[config.mk]
export PLATFORM = sky130hd
export DESIGN_NAME = salsa_variant_stream_cipher_top
export DESIGN_NICKNAME = d
export VERILOG_FILES = /design/src/rtl/svsc_pkg.sv /design/src/rtl/salsa_variant_stream_cipher_top.sv
export VERILOG_INCLUDE_DIRS = /design/src /design/src/rtl
export SDC_FILE = /design/constraint.sdc
export NUM_CORES = 2
export LEC_CHECK = 0
export BUFFER_PORTS_ARGS = -buffer_cell sky130_fd_sc_hd__buf_2
export CELL_PAD_IN_SITES_DETAIL_PLACEMENT = 1
export CELL_PAD_IN_SITES_GLOBAL_PLACEMENT = 2
export CORE_ASPECT_RATIO = 1.75
export CORE_UTILIZATION = 29
export DETAILED_ROUTE_END_ITERATION = 12
export PLACE_DENSITY_LB_ADDON = 0.1
export SYNTH_ARGS = -nofsm -noshare
export SYNTH_HDL_FRONTEND = slang
export SYNTH_SLANG_ARGS = --single-unit
export TNS_END_PERCENT = 5
[constraint.sdc]
create_clock -name clk -period 5.6 [get_ports clk]
set_input_delay 1.12 -clock clk [delete_from_list [all_inputs] [get_ports clk]]
set_output_delay 1.12 -clock clk [all_outputs]
set_load 0.01 [all_outputs]
[src/rtl/salsa_variant_stream_cipher_top_macros.svh]
// Assertion macros shared by the stream cipher RTL.
`ifndef SALSA_VARIANT_STREAM_CIPHER_TOP_MACROS_SVH
`define SALSA_VARIANT_STREAM_CIPHER_TOP_MACROS_SVH

// Same-cycle implication, checked outside reset
`define SVSC_ASSERT_NOW(label, ante, cons, msg) \
    label: assert property (@(posedge clk) disable iff (!rst_n) (ante) |-> (cons)) \
        else $error(msg);

// Next-cycle implication, checked outside reset
`define SVSC_ASSERT_NEXT(label, ante, cons, msg) \
    label: assert property (@(posedge clk) disable iff (!rst_n) (ante) |=> (cons)) \
        else $error(msg);

`endif

[src/rtl/svsc_pkg.sv]
// Types and constants for the Salsa-layout stream cipher.
package svsc_pkg;

    typedef logic [31:0] word_t;
    typedef logic [3:0][31:0] col_t;

    // Block layout constants
    localparam word_t C_WORD0     = 32'h61707865;
    localparam word_t C_WORD1_128 = 32'h3120646e;
    localparam word_t C_WORD1_256 = 32'h3320646e;
    localparam word_t C_WORD2_128 = 32'h79622d36;
    localparam word_t C_WORD2_256 = 32'h79622d32;
    localparam word_t C_WORD3     = 32'h6b206574;

    // Configuration register indexes
    localparam logic [2:0] REG_KEY0     = 3'd0;
    localparam logic [2:0] REG_KEY1     = 3'd1;
    localparam logic [2:0] REG_KEY2     = 3'd2;
    localparam logic [2:0] REG_KEY3     = 3'd3;
    localparam logic [2:0] REG_NONCE    = 3'd4;
    localparam logic [2:0] REG_KEY_SIZE = 3'd5;

    // Mix step codes within one quarter round
    localparam logic [1:0] STEP_ROT16 = 2'd0;
    localparam logic [1:0] STEP_ROT12 = 2'd1;
    localparam logic [1:0] STEP_ROT8  = 2'd2;
    localparam logic [1:0] STEP_ROT7  = 2'd3;

    typedef enum logic [2:0] {
        ST_IDLE,
        ST_ROUND,
        ST_WRITE,
        ST_READ,
        ST_DATA
    } state_t;

endpackage

[src/rtl/salsa_variant_stream_cipher_top.sv]
// Salsa-layout stream cipher: XORs each byte with its keystream byte.
//
// Each item is XORed with byte (stream_pos mod 64) of the keystream block
// numbered stream_pos / 64. The last block is held in a 16 x 32-bit keystream
// RAM. An item whose block is already held has its RAM word read as it is
// accepted, then its result is loaded into the output register. An item that
// needs a new block runs one mix step per cycle on the two active columns for
// each double round, then writes the 16 fed-forward words through the single
// RAM write port, then does one RAM read. A new item is not accepted until the
// last one has been loaded. Any write to a defined configuration register drops
// the held block. The result waits in an output register, so a new item is
// accepted while an earlier result is still stalled.
`include "salsa_variant_stream_cipher_top_macros.svh"

module salsa_variant_stream_cipher_top
    import svsc_pkg::*;
#(
    parameter int DOUBLE_ROUNDS = 10
) (
    input  logic        clk,
    input  logic        rst_n,
    // configuration write channel
    input  logic        cfg_valid,
    output logic        cfg_ready,
    input  logic [2:0]  cfg_index,
    input  logic [63:0] cfg_data,
    // input items
    input  logic        in_valid,
    output logic        in_stall,
    input  logic [7:0]  byte_in,
    input  logic [31:0] stream_pos,
    input  logic        last_byte,
    // result items
    output logic        out_valid,
    input  logic        out_stall,
    output logic [7:0]  byte_out,
    output logic        last_out
);

    localparam int RND_W = $clog2(DOUBLE_ROUNDS + 1);

    // configuration registers
    logic [63:0] key0_reg, key1_reg, key2_reg, key3_reg, nonce_reg;
    logic        key_size_reg;

    // control
    state_t      state_reg, state_next;
    logic [1:0]  step_reg;
    logic [RND_W-1:0] round_reg;
    logic [3:0]  widx_reg;
    logic        cache_valid_reg;
    logic [25:0] cached_block_reg;

    // held item
    logic [31:0] pos_reg;
    logic [7:0]  byte_reg;
    logic        last_reg;

    // working columns: words 0,4,8,12 and 1,5,9,13
    col_t        col_a_reg, col_b_reg;

    // output register
    logic        out_valid_reg;
    logic [7:0]  byte_out_reg;
    logic        last_out_reg;

    // keystream RAM
    word_t       ks_mem [16];
    word_t       rd_data_reg;

    logic        in_acc, cfg_acc, cfg_hit;
    logic        hit, out_free, rnd_last;
    logic        mem_we, mem_re, out_load;
    logic [3:0]  raddr;
    word_t       wdata;
    logic [25:0] blk_sel;
    logic [63:0] hi0, hi1;
    word_t       init_w [16];
    logic [7:0]  ks_byte;

    // one add-xor-rotate step on a column {a,b,c,d}
    function automatic col_t mix_col(input col_t w, input logic [1:0] step);
        col_t  r;
        word_t s;
        word_t x;
        r = w;
        s = '0;
        x = '0;
        case (step)
            STEP_ROT16:
            begin
                s = w[0] + w[1];
                x = w[3] ^ s;
                r[0] = s;
                r[3] = {x[15:0], x[31:16]};
            end
            STEP_ROT12:
            begin
                s = w[2] + w[3];
                x = w[1] ^ s;
                r[2] = s;
                r[1] = {x[19:0], x[31:20]};
            end
            STEP_ROT8:
            begin
                s = w[0] + w[1];
                x = w[3] ^ s;
                r[0] = s;
                r[3] = {x[23:0], x[31:24]};
            end
            STEP_ROT7:
            begin
                s = w[2] + w[3];
                x = w[1] ^ s;
                r[2] = s;
                r[1] = {x[24:0], x[31:25]};
            end
            default:
            begin
                r = w;
            end
        endcase
        return r;
    endfunction

    assign cfg_ready = 1'b1;
    assign cfg_acc   = cfg_valid && cfg_ready;
    assign cfg_hit   = (cfg_index == REG_KEY0) || (cfg_index == REG_KEY1) ||
                       (cfg_index == REG_KEY2) || (cfg_index == REG_KEY3) ||
                       (cfg_index == REG_NONCE) || (cfg_index == REG_KEY_SIZE);

    assign in_acc   = in_valid && !in_stall;
    assign hit      = cache_valid_reg && (cached_block_reg == stream_pos[31:6]);
    assign out_free = !out_valid_reg || !out_stall;
    assign rnd_last = (round_reg == RND_W'(DOUBLE_ROUNDS - 1));

    // initial block words
    assign blk_sel = (state_reg == ST_IDLE) ? stream_pos[31:6] : pos_reg[31:6];
    assign hi0     = key_size_reg ? key2_reg : key0_reg;
    assign hi1     = key_size_reg ? key3_reg : key1_reg;

    always_comb
    begin
        init_w[0]  = C_WORD0;
        init_w[1]  = key0_reg[31:0];
        init_w[2]  = key0_reg[63:32];
        init_w[3]  = key1_reg[31:0];
        init_w[4]  = key1_reg[63:32];
        init_w[5]  = key_size_reg ? C_WORD1_256 : C_WORD1_128;
        init_w[6]  = nonce_reg[31:0];
        init_w[7]  = nonce_reg[63:32];
        init_w[8]  = {6'd0, blk_sel};
        init_w[9]  = '0;
        init_w[10] = key_size_reg ? C_WORD2_256 : C_WORD2_128;
        init_w[11] = hi0[31:0];
        init_w[12] = hi0[63:32];
        init_w[13] = hi1[31:0];
        init_w[14] = hi1[63:32];
        init_w[15] = C_WORD3;
    end

    // feed-forward word for the RAM write
    always_comb
    begin
        case (widx_reg[1:0])
            2'd0:    wdata = col_a_reg[widx_reg[3:2]] + init_w[widx_reg];
            2'd1:    wdata = col_b_reg[widx_reg[3:2]] + init_w[widx_reg];
            default: wdata = init_w[widx_reg] + init_w[widx_reg];
        endcase
    end

    // next state
    always_comb
    begin
        state_next = state_reg;
        case (state_reg)
            ST_IDLE:
            begin
                if (in_acc)
                begin
                    state_next = hit ? ST_DATA : ST_ROUND;
                end
            end
            ST_ROUND:
            begin
                if (step_reg == STEP_ROT7 && rnd_last)
                begin
                    state_next = ST_WRITE;
                end
            end
            ST_WRITE:
            begin
                if (widx_reg == 4'd15)
                begin
                    state_next = ST_READ;
                end
            end
            ST_READ:
            begin
                state_next = ST_DATA;
            end
            ST_DATA:
            begin
                if (out_free)
                begin
                    state_next = ST_IDLE;
                end
            end
            default:
            begin
                state_next = ST_IDLE;
            end
        endcase
    end

    // state outputs
    always_comb
    begin
        in_stall = 1'b1;
        mem_re   = 1'b0;
        mem_we   = 1'b0;
        out_load = 1'b0;
        raddr    = pos_reg[5:2];
        case (state_reg)
            ST_IDLE:
            begin
                in_stall = 1'b0;
                mem_re   = in_valid;
                raddr    = stream_pos[5:2];
            end
            ST_ROUND:
            begin
                in_stall = 1'b1;
            end
            ST_WRITE:
            begin
                mem_we = 1'b1;
            end
            ST_READ:
            begin
                mem_re = 1'b1;
            end
            ST_DATA:
            begin
                out_load = out_free;
            end
            default:
            begin
                in_stall = 1'b1;
            end
        endcase
    end

    // configuration registers
    always_ff @(posedge clk or negedge rst_n)
    begin
        if (!rst_n)
        begin
            key0_reg     <= '0;
            key1_reg     <= '0;
            key2_reg     <= '0;
            key3_reg     <= '0;
            nonce_reg    <= '0;
            key_size_reg <= 1'b1;
        end
        else if (cfg_acc)
        begin
            case (cfg_index)
                REG_KEY0:     key0_reg     <= cfg_data;
                REG_KEY1:     key1_reg     <= cfg_data;
                REG_KEY2:     key2_reg     <= cfg_data;
                REG_KEY3:     key3_reg     <= cfg_data;
                REG_NONCE:    nonce_reg    <= cfg_data;
                REG_KEY_SIZE: key_size_reg <= cfg_data[0];
                default:      key_size_reg <= key_size_reg;
            endcase
        end
    end

    // control state and counters
    always_ff @(posedge clk or negedge rst_n)
    begin
        if (!rst_n)
        begin
            state_reg        <= ST_IDLE;
            step_reg         <= STEP_ROT16;
            round_reg        <= '0;
            widx_reg         <= '0;
            cache_valid_reg  <= 1'b0;
            cached_block_reg <= '0;
            out_valid_reg    <= 1'b0;
        end
        else
        begin
            state_reg <= state_next;
            if (in_acc)
            begin
                step_reg  <= STEP_ROT16;
                round_reg <= '0;
                widx_reg  <= '0;
            end
            else if (state_reg == ST_ROUND)
            begin
                step_reg <= step_reg + 2'd1;
                if (step_reg == STEP_ROT7)
                begin
                    round_reg <= round_reg + RND_W'(1);
                end
            end
            else if (state_reg == ST_WRITE)
            begin
                widx_reg <= widx_reg + 4'd1;
            end

            // block cache tag
            if (cfg_acc && cfg_hit)
            begin
                cache_valid_reg <= 1'b0;
            end
            else if (state_reg == ST_WRITE && widx_reg == 4'd15)
            begin
                cache_valid_reg  <= 1'b1;
                cached_block_reg <= pos_reg[31:6];
            end

            // output handshake
            if (out_load)
            begin
                out_valid_reg <= 1'b1;
            end
            else if (!out_stall)
            begin
                out_valid_reg <= 1'b0;
            end
        end
    end

    // held item and working columns
    always_ff @(posedge clk)
    begin
        if (in_acc)
        begin
            pos_reg   <= stream_pos;
            byte_reg  <= byte_in;
            last_reg  <= last_byte;
            col_a_reg <= {init_w[12], init_w[8], init_w[4], init_w[0]};
            col_b_reg <= {init_w[13], init_w[9], init_w[5], init_w[1]};
        end
        else if (state_reg == ST_ROUND)
        begin
            col_a_reg <= mix_col(col_a_reg, step_reg);
            col_b_reg <= mix_col(col_b_reg, step_reg);
        end
    end

    // keystream RAM, one write and one registered read port
    always_ff @(posedge clk)
    begin
        if (mem_we)
        begin
            ks_mem[widx_reg] <= wdata;
        end
        if (mem_re)
        begin
            rd_data_reg <= ks_mem[raddr];
        end
    end

    // byte select and output payload
    always_comb
    begin
        case (pos_reg[1:0])
            2'd0:    ks_byte = rd_data_reg[7:0];
            2'd1:    ks_byte = rd_data_reg[15:8];
            2'd2:    ks_byte = rd_data_reg[23:16];
            default: ks_byte = rd_data_reg[31:24];
        endcase
    end

    always_ff @(posedge clk)
    begin
        if (out_load)
        begin
            byte_out_reg <= byte_reg ^ ks_byte;
            last_out_reg <= last_reg;
        end
    end

    assign out_valid = out_valid_reg;
    assign byte_out  = byte_out_reg;
    assign last_out  = last_out_reg;

    // checks
    `SVSC_ASSERT_NEXT(a_accept_leaves_idle, in_acc, state_reg != ST_IDLE,
        "accepted item did not start processing")
    `SVSC_ASSERT_NOW(a_read_hits_cache, state_reg == ST_READ,
        cache_valid_reg && (cached_block_reg == pos_reg[31:6]),
        "keystream read without a matching cached block")
    `SVSC_ASSERT_NEXT(a_rounds_then_write,
        (state_reg == ST_ROUND) && (step_reg == STEP_ROT7) && rnd_last,
        state_reg == ST_WRITE, "round phase did not end in the write phase")
    `SVSC_ASSERT_NOW(a_result_from_data, $rose(out_valid_reg),
        $past(state_reg == ST_DATA), "result raised outside the data state")

endmodule
==> results.toml <==
[floorplan]
die-width_um = 358
die_area_um2 = 223000
placementRows = 228
top_level_ports = 125
core_um2 = 220000
die_h_um = 624
initial_core_util_pct = 29.1

[place]
place_ws_ns = -0.0511
port-buffer-count = 123
place_congestion = 0.940
hpwlAfterDp_um = 239000

[yosys]
synthCells = 5544
async_flop_share_pct = 29.9
ys_seq_area_share_pct = 52.8
synth_top_family_by_area = "compound AO/OA/AOI/OAI gates"
synth_most_common_cell = "edfxtp_1"
synth_fp_nets = 5827
synth_edf_count = 780
ys_ff_latch = 1212
synthSimpleGateAreaFrac_pct = 9.41
syn_area_um2 = 64200
synth_fa_ha_area_share_pct = 3.37
synth_top_area_share_pct = 36.5
synth_compound_area_share_pct = 15.4
ys.flop_type = "edfxtp_1"
synth_warnings = 0
synthTopCellsByCount = "edfxtp_1 (780), nand2_1 (643), mux2_2 (406), dfrtp_1 (361), a21oi_1 (359)"
synthMuxAreaShare_pct = 11.9
synth_xor_area_share_pct = 4.41
syn_avg_cell_area_um2 = 11.6
synth_area_leaders = "edfxtp_1 (37%), dfrtp_1 (14%), mux2_2 (7.1%)"
ys_types = 107
synth_top_cell_by_area = "edfxtp_1"

[grt]
track_usage_pct = 28.0
grt_pass1_vias = 51400
grt_max_degree = 140
grt_pass1_wl_um = 429000
antenna_found_initial = 35
grt_overflow_total = 0

[timing]
setup_viol = 0
finalCriticalPeriod_ns = 5.53
slew_headroom_pct = 14.2
layout_setup_ws_ns = 0.0736
fin_hold_ws_ns = 0.322
fmax_ghz = 0.181
finalClockSkew_ns = 0.0809
hold_viol = 0
tightest_slew_ns = 1.25
rsz0062_at_grt = "no"
slew_violations = 0
min_period_over_period_pct = 98.7

[setup_path]
path_max_fanout = 36
ff2ff_setup_slack_ns = 0.07
cp.required_ns = 6.24
r2r_start = "key_size_reg$_DFFE_PN1P_"
crit_arrival_ns = 6.17
critPathBufInv = 4
cp-end-kind = "flip-flop"
cpMaxStageDelayCell = "dfstp_4"
path_cells = "buf_12, mux2i_1, o221ai_1, and3_1, a21o_1, ha_1, a21o_1, a21o_1, a21oi_1, a21o_1, a31oi_1, o41ai_2, buf_4, o31ai_2, buf_4, o311ai_2, buf_12"
critPathLaunchType = "flip-flop"
cpPeakStageDelay_ns = 0.75
crit_path_frequent_cell = "a21o_1"
r2r_end = "ks_mem[9][29]$_DFFE_PP_"
setup.worst_path.class = "flip-flop to flip-flop"
r2r_cells = 17
crit_family = "compound AO/OA/AOI/OAI gates"

[flow_run]
maxCapViolations = 0

[cts]
htree_levels = 4
cts_root_buf = "clkbuf_16"
cts_max_path_buffers = 4
cts_tree = "done"
clkTransAtPathRegs_ns = 0.06
clk_latency_ns = 0.85
cts_buffers = 140
clock_sinks = 1212

[cells_and_area]
largest_reg_flops = 512
drive_above_1_share_pct = 20.4
num-nets-final = 6030
utilization_pct = 33.9
area_growth_pct = 16.3

[power]
power.density_nw_per_um2 = 777
p_switching_w = 0.0276
leakagePower_nw = 28.0
power.internal_w = 0.0303
seqPwrFrac_pct = 28.9
clkPwrFrac_pct = 16.1
p_comb_share_pct = 55.0
ir_worst_vdd_uv = 350
power.share.switching_pct = 47.7

[routing]
avgRoutedWirePerCell_um = 36.1
vias = 48500
antenna_left = 0
firstDrtPassIters = 5
drtIter0Drc = 2725
viasPerCell = 5.56
drt-total-wl_um = 315000
drc = 0

[worst_hold_path]
hold_class = "input port to asynchronous set/reset pin"

[outcome]
status = "complete, no violations"
[repair_timing]
action	CTS	global route
setup buffers	0	5
hold endpoints to repair	0	0
pin swaps	0	0
setup endpoints to repair	48	160
gates resized for setup	3	3
hold buffers	0	0
[power groups by stage]
stage	registers, W	clock network (W)	logic, W
after global routing	0.0168	0.00984	0.0338
after detailed placement	0.0169	0	0.0318
after CTS	0.0167	0.00959	0.0320
after floorplan	0.0155	0	0.0181
final	0.0167	0.00934	0.0319
after global placement	0.0169	0	0.0317
[logic make-up (layout without fill, tap and decap cells)]
kind of cell	after synthesis	in the layout
adders and majority gates	170	170
xor gates and xnor gates	311	311
and+or+nand+nor	1339	1339
DFF	1212	1212
other	1	6
muxes	622	622
AOI/OAI and AO/OA	1461	1461
buffers and inverters	428	730
[layer usage]
layer	share of wire (%)	GRT usage [%]
met1	34	27.7
met2	53	52.2
met3	3.2	3.24
met4	9.6	22.1
met5	0.025	0
[stage by stage]
stage               std cells  cell area [um^2]  power (W)  setup TNS [ns]
floorplan                5544             64200     0.0336               0
global placement         8475             70100     0.0485           -1.56
detailed placement       8475             70100     0.0487          -0.808
CTS                      8716             74600     0.0583         -0.0915
global route             8726             74600     0.0604               0
finish                   8726             74600     0.0580               0
[cells in the final DEF, fill, tap and decap left out, drive strengths merged, types with 20 or more instances in the layout]
cell | Yosys | final
mux2i | 142 | 142
dfxtp | 70 | 70
o22ai | 55 | 55
o21bai | 33 | 33
a22oi | 31 | 31
a31oi | 95 | 95
xor2 | 143 | 143
clkinv | 3 | 41
o221ai | 28 | 28
mux2 | 406 | 406
nor2b | 32 | 32
o21ai | 228 | 228
nand2 | 643 | 643
clkbuf | 264 | 185
mux4 | 74 | 74
o211ai | 25 | 25
nor2 | 263 | 263
a311oi | 73 | 73
nor3 | 47 | 47
nand3 | 88 | 88
a211oi | 215 | 215
edfxtp | 780 | 780
dfrtp | 361 | 361
and2 | 140 | 140
ha | 165 | 165
a21o | 103 | 103
nand4 | 29 | 29
a22o | 72 | 72
xnor2 | 161 | 161
inv | 55 | 59
o21a | 20 | 20
a221oi | 24 | 24
buf | 106 | 431
a21oi | 362 | 362
[worst reg2reg max path: stages, from the launching register on]
cell	delay [ns]
dfstp_4	0.75
buf_12	0.27
mux2i_1	0.70
o221ai_1	0.37
and3_1	0.44
a21o_1	0.26
ha_1	0.31
a21o_1	0.17
a21o_1	0.17
a21oi_1	0.24
a21o_1	0.15
a31oi_1	0.05
o41ai_2	0.37
buf_4	0.19
o31ai_2	0.08
buf_4	0.16
o311ai_2	0.43
buf_12	0.20
[layout make-up]
cell class / count / area [um^2]
flip-flops and latches: 1212 / 33900
well taps: 2875 / 3600
inverters: 58 / 228
multi-input cells: 3904 / 28900
diodes: 5 / 12.5
clock buffers: 185 / 3780
clock inverters: 56 / 633
fillers: 23800 / 146000
repair buffers: 431 / 3560
[how the worst max path moves through the flow]
stage                        startpoint  depth (start not counted)                  endpoint  slack, ns
4_1_cts        key_size_reg$_DFFE_PN1P_                         17   ks_mem[9][29]$_DFFE_PP_     -0.009
3_5_place_dp              stream_pos[7]                         20  ks_mem[11][24]$_DFFE_PP_      -0.05
5_1_grt        key_size_reg$_DFFE_PN1P_                         17  ks_mem[13][31]$_DFFE_PP_       0.01
2_1_floorplan   widx_reg[1]$_DFFE_PN0P_                         19   ks_mem[0][29]$_DFFE_PP_       0.37
6_report       key_size_reg$_DFFE_PN1P_                         17   ks_mem[9][29]$_DFFE_PP_       0.07
3_3_place_gp   key_size_reg$_DFFE_PN1P_                         21  ks_mem[11][24]$_DFFE_PP_      -0.05
Power figures use the tool's default switching activity.
